`config.mk`:
```
export PLATFORM = sky130hd
export DESIGN_NAME = rhd_div
export DESIGN_NICKNAME = d
export VERILOG_FILES = /design/src/rtl/core/rhd_pkg.sv /design/src/rtl/core/rhd_div.sv
export SDC_FILE = /design/constraint.sdc
export NUM_CORES = 2
export LEC_CHECK = 0
export BUFFER_PORTS_ARGS = -buffer_cell sky130_fd_sc_hd__buf_2
export CORE_ASPECT_RATIO = 1.4
export CORE_UTILIZATION = 35
export CTS_CLUSTER_SIZE = 20
export DETAILED_ROUTE_END_ITERATION = 8
export GPL_TIMING_DRIVEN = 0
export PLACE_DENSITY = 0.5
export RECOVER_POWER = 50
export SETUP_SLACK_MARGIN = 0.15
export SYNTH_ARGS = -nofsm -noshare
export SYNTH_HDL_FRONTEND = slang
export SYNTH_SLANG_ARGS = --single-unit
```
`constraint.sdc`:
```
create_clock -name clk_i -period 3.3 [get_ports clk_i]
set_input_delay 0.33 -clock clk_i [delete_from_list [all_inputs] [get_ports clk_i]]
set_output_delay 0.33 -clock clk_i [all_outputs]
set_load 0.1 [all_outputs]
```
`src/rtl/core/rhd_pkg.sv`:
```
`timescale 1ns / 1ps
`default_nettype none
// ----------------------------------------------------------------------------
// rhd_pkg
// Shared constants, types and the saturation vapor pressure table.
// ----------------------------------------------------------------------------
package rhd_pkg;

  // Table geometry and value formats.
  localparam int TableEntries = 41;
  localparam int PosFracBits  = 16;
  localparam int PosWidth     = 22;
  localparam int IdxWidth     = 6;
  localparam int SvpWidth     = 34;
  localparam int DiffWidth    = 32;
  localparam int TempWidth    = 16;
  localparam int RatioWidth   = 16;
  localparam int QuotBits     = 15;

  // Q1.15 value for 1.0.
  localparam logic [RatioWidth-1:0] OneQ15 = 16'h8000;

  typedef logic [SvpWidth-1:0] svp_t;
  typedef svp_t svp_rom_t [TableEntries];

  // Table values in millionths of a hectopascal.
  localparam longint unsigned SvpMicro [TableEntries] = '{
    64'd34,        64'd89,        64'd220,       64'd517,       64'd1155,
    64'd2472,      64'd5080,      64'd10050,     64'd19210,     64'd35530,
    64'd63560,     64'd111100,    64'd189100,    64'd313900,    64'd508800,
    64'd807000,    64'd1254000,   64'd1911800,   64'd2862700,   64'd4214800,
    64'd6107800,   64'd8719200,   64'd12272000,  64'd17044000,  64'd23373000,
    64'd31671000,  64'd42430000,  64'd56236000,  64'd73777000,  64'd95855000,
    64'd123400000, 64'd157460000, 64'd199260000, 64'd250160000, 64'd311690000,
    64'd385560000, 64'd473670000, 64'd578090000, 64'd701130000, 64'd845280000,
    64'd1013250000
  };

  // Converts the table to unsigned Q10.24 with rounding, at elaboration.
  function automatic svp_rom_t build_svp_rom();
    svp_rom_t   rom;
    logic [63:0] v;
    for (int i = 0; i < TableEntries; i++) begin
      v      = ((SvpMicro[i] << 24) + 64'd500000) / 64'd1000000;
      rom[i] = v[SvpWidth-1:0];
    end
    return rom;
  endfunction

  localparam svp_rom_t SvpRom = build_svp_rom();

  // Status that travels with each item alongside the arithmetic.
  typedef struct packed {
    logic both_ok;
    logic saturated;
  } rhd_tag_t;

endpackage
`default_nettype wire

```
`src/rtl/core/rhd_div.sv`:
```
`timescale 1ns / 1ps
`default_nettype none
// ----------------------------------------------------------------------------
// rhd_div
// Pipelined restoring divider: one quotient bit per stage, saturating at 1.0.
// ----------------------------------------------------------------------------
module rhd_div
  import rhd_pkg::*;
(
  input  wire logic                  clk_i,
  input  wire logic [SvpWidth-1:0]   num_i,
  input  wire logic [SvpWidth-1:0]   den_i,
  output logic      [RatioWidth-1:0] ratio_o
);

  logic [SvpWidth-1:0] rem_q [QuotBits];
  logic [SvpWidth-1:0] den_q [QuotBits];
  logic [QuotBits-1:0] quo_q [QuotBits];
  logic                sat_q [QuotBits];

  for (genvar k = 0; k < QuotBits; k++) begin : g_stage
    logic [SvpWidth-1:0] rem_in, den_in;
    logic [QuotBits-1:0] quo_in;
    logic                sat_in;
    logic [SvpWidth:0]   rem_sh;
    logic                bit_set;

    // The first stage sees the dividend directly; a ratio of 1.0 or more
    // saturates.
    if (k == 0) begin : g_first
      assign rem_in = num_i;
      assign den_in = den_i;
      assign quo_in = '0;
      assign sat_in = (num_i >= den_i);
    end else begin : g_next
      assign rem_in = rem_q[k-1];
      assign den_in = den_q[k-1];
      assign quo_in = quo_q[k-1];
      assign sat_in = sat_q[k-1];
    end

    // One compare and subtract per stage.
    assign rem_sh  = {rem_in, 1'b0};
    assign bit_set = (rem_sh >= {1'b0, den_in});

    always_ff @(posedge clk_i) begin
      rem_q[k] <= bit_set ? SvpWidth'(rem_sh - {1'b0, den_in}) : rem_sh[SvpWidth-1:0];
      den_q[k] <= den_in;
      quo_q[k] <= {quo_in[QuotBits-2:0], bit_set};
      sat_q[k] <= sat_in;
    end
  end

  assign ratio_o = sat_q[QuotBits-1] ? OneQ15 : {1'b0, quo_q[QuotBits-1]};

endmodule
`default_nettype wire

```
==> summary.md <==
| Metric | Value |
|---|---|
| Fin. max-slew vios | `0` |
| Post-Synthesis Cell Area | `approximately 54000 sq um` |
| Post-Syn Nets | `6610` |
| Total number of vias | `roughly 44000` |
| Num rows | `170` |
| Number of global-route vias before repair | `47090` |
| All-layer global routing usage | `0.2464` |
| Hold WC Path Type | `primary input to flip-flop` |
| Synthesis Warnings | `0` |
| Final ANT Viol Nets | `0` |
| CTS tree | `built` |
| Hold Fails Final Rpt | `0` |
| Clk_lat worst skew | `about 760 ps` |
| Critical R2R Launch | `den_q[1][35]` |
| Fmax | `~290 MHz` |
| Final Worst Setup Slack | `-155.2 ps` |
| Initial DRT Pass Iterations | `5` |
| Clock Path Buffers | `3` |
| Crit-path max cell delay | `approximately 450 ps` |
| First-pass GRT wire length | `between 200000 and 300000 microns` |
| Most frequent CP cell | `buf_4` |
| Number of synthesized flops with an enable pin | `0` |
| Pleak | `about 0.032 uW` |
| Fill count | `approximately 15000` |
| RSZ-0062 raised after global routing | `true` |
| Worst setup EP type | `flip-flop` |
| Total die area | `about 160000 sq um` |
| # H-tree levels | `3` |
| Fin crit share | `1.047` |
| Die height | `approximately 470 microns` |
| Worst Skew | `approximately 35 ps` |
| Critical-path cell list | `inv_2 > buf_4 > fa_2 > a21oi_4 > o22ai_4 > nor4b_4 > o31ai_4 > a2111oi_4 > nor3_2 > buf_4 > a21o_1 > o31ai_2 > xnor2_1 > mux2_4` |
| Area contributors post-synth | `dfxtp_1 (40%), ha_1 (13%), a21oi_1 (4.7%)` |
| Register bit total from synthesis | `~1100` |
| Pwr Density | `roughly 1200 nW/um^2` |
| Post-DR wirelength/cell | `about 22 microns` |
| Dpl cells | `8136` |
| Maximum number of pins on one net before global-route repair | `16` |
| Die width | `334.5 microns` |
| Antenna violations before repair | `18` |
| Post-synthesis cell type count | `85` |
| Dpl hpwl | `153400 microns` |
| Minimum clock period | `about 3500 ps` |
| Placer Congestion | `0.9932` |
| Cells after Synth | `around 6000` |
| Finished Layout Cells | `8787` |
| Setup violators final | `between 100 and 150` |
| Async SR Flop Fraction | `0` |
| Drc violations | `0` |
| Routed vias/inst | `between 5 and 6` |
| Power after layout | `between 80000 and 90000 uW` |
| Avg Cell Area, Syn | `~9 sq um` |
| Area grow syn2layout | `32.42%` |
| Worst-margin pin slew | `~750 ps` |
| Predominant post-synthesis flop cell | `dfxtp_1` |
| Final wirelength | `between 150000 and 200000 microns` |
| Slew headroom | `0.4873` |
| Worst setup startpoint | `den_q[1][35]` |
| Share of post-route cells with drive strength above 1 | `0.2448` |
| Worst R2R Setup Slack | `-160 ps` |
| Seq/Total Area, Yosys | `0.4018` |
| I/O Buffers | `84` |
| Worst vdd ir | `532.7 uV` |
| Post-synth top area share | `0.4018` |
| Beginning of the worst hold path | `num_i[33]` |
| Slowest-stage cell, CP | `nor4b_4` |
| Clk slew on worst S/H paths | `~60 ps` |
| Status | `finished, violations left` |
| Crit Path Class | `flip-flop to flip-flop` |
| Clock Sink Count | `1087` |
| Max Cap Viol | `0` |
| Yosys top cell by area | `dfxtp_1` |
| Critical Path AT | `4080 ps` |
| CTS Buf Count | `between 100 and 150` |
| Failing checks | `setup timing` |
| CP startpoint kind | `flip-flop` |
| # nets final | `between 7000 and 8000` |
| Initial Utilization | `0.3531` |
| Number of top-level pins | `between 80 and 90` |
| Clock root cell | `clkbuf_16` |
| Synth top cells by count | `dfxtp_1 (1087), inv_1 (628), ha_1 (543), a21oi_1 (508), nand2_1 (404)` |
| Core Box Area | `~150000 sq um` |
| Count leader, synth | `dfxtp_1` |
| DRT iter0 DRCs | `1437` |
| CP Data Required Time | `3920 ps` |
| Total gr overflow | `0` |
| Crit Path Max Fanout | `5` |
[critical path: cells and delay by family (launching register included)]
kind	cells	cell delay, ps
XOR/XNOR	1	90
multiplexers	1	260
AND/OR/NAND/NOR	2	530
buffers and inverters	3	360
adder cells (fa/ha/maj)	1	370
flip-flops	1	350
AO/OA/AOI/OAI	6	1360
[per-layer routing]
layer  GRT usage  vias to the layer above  share of wire
li1            -                    22060              -
met1      0.1628                    20890           0.26
met2      0.5257                      877           0.59
met3     0.02567                      612          0.021
met4      0.2796                        2           0.13
met5           0                        -       0.000066
[path summary, 6_finish.rpt]
check / cells past startpoint / endpoint
max: 14 / rem_q[1][100]
min: 3 / sat_q[0][0]
max reg2reg: 14 / rem_q[1][100]
min reg2reg: 0 / sat_q[1][1]
[registers in the layout, summed over array words and instances, names as in the netlist]
register and count:
sat_q 15, rem_q 476, quo_q 120, den_q 476
[area by class of cell]
type | instances | area (sq um) | share of cell area
diodes | 28 | 70.07 | 0.0009770
plain buffers | 161 | 1574 | 0.02195
clock buffers | 152 | 3248 | 0.04529
clock inverters | 60 | 760.7 | 0.01061
inverters | 631 | 2401 | 0.03348
multi-input cells | 4104 | 34490 | 0.4809
flip-flops and latches | 1087 | 21900 | 0.3054
well taps | 2064 | 2582 | 0.03601
repair buffers | 500 | 4692 | 0.06542
[repair_timing]
action | in CTS | in global routing
endpoints found under the hold margin | 68 | 0
pin swaps | 241 | 229
resized for setup | 1149 | 492
hold buffers | 68 | 0
buffers inserted | 223 | 94
endpoints found under the setup margin | 502 | 449
cloned | 21 | 7
[placed cells by master (no fill, tap or decap), types with 35 or more instances in the layout]
cell,instances
dfxtp_1,1008
inv_1,603
ha_1,443
a21oi_1,427
nand2_1,332
nor2_1,319
a21o_1,262
o21ai_0,247
xnor2_1,238
buf_4,235
xor2_1,171
clkbuf_16,137
mux2_2,106
clkbuf_1,87
mux2_4,87
nand3_1,83
nand4_1,82
nor2b_1,76
ha_4,76
o21ai_1,70
buf_2,69
dlygate4sd3_1,68
dfxtp_2,62
buf_6,60
o21bai_1,59
o21a_1,57
a21oi_2,52
o21ai_2,46
nand2b_1,46
nor3_1,41
nand2_2,41
buf_12,39
a31oi_1,36
clkbuf_2,35
and3_1,35
[per-stage QoR]
step / instance area, sq um / setup TNS (ps) / setup WS (ps) / util / hold WS [ps]
detailed placement: 57270 / -739870 / -2558 / 0.3734 / 312.1
finish: 71720 / -7848 / -155.2 / 0.4676 / 170.9
global placement: 57200 / -813750 / -2593 / 0.3730 / 310.4
global route: 71710 / -20140 / -237.1 / 0.4676 / 186.0
floorplan: 54200 / 0 / 99.62 / - / 309.6
CTS: 69030 / -25090 / -383.6 / 0.4501 / 74.93
[cell families (layout without fill, tap and decap cells)]
kind of cell	count (synthesis)	in the layout	share of synthesized area
DFF	1087	1087	0.4018
xor gates and xnor gates	414	414	0.06695
AOI/OAI and AO/OA	1653	1653	0.1925
muxes	195	195	0.04050
adders and majority gates	557	557	0.1306
buffers and inverters	793	1504	0.05600
and+or+nand+nor	1285	1285	0.1117
other	0	28	0
[where the power goes]
group	leakage [uW]	switching [uW]	total, uW	internal, uW
registers	0.00917	2740	20200	17500
logic	0.0210	28400	52100	23700
clock network	0.00195	5650	13700	8020
total	0.0322	36800	86000	49200
(Power assumes the default switching activity.)
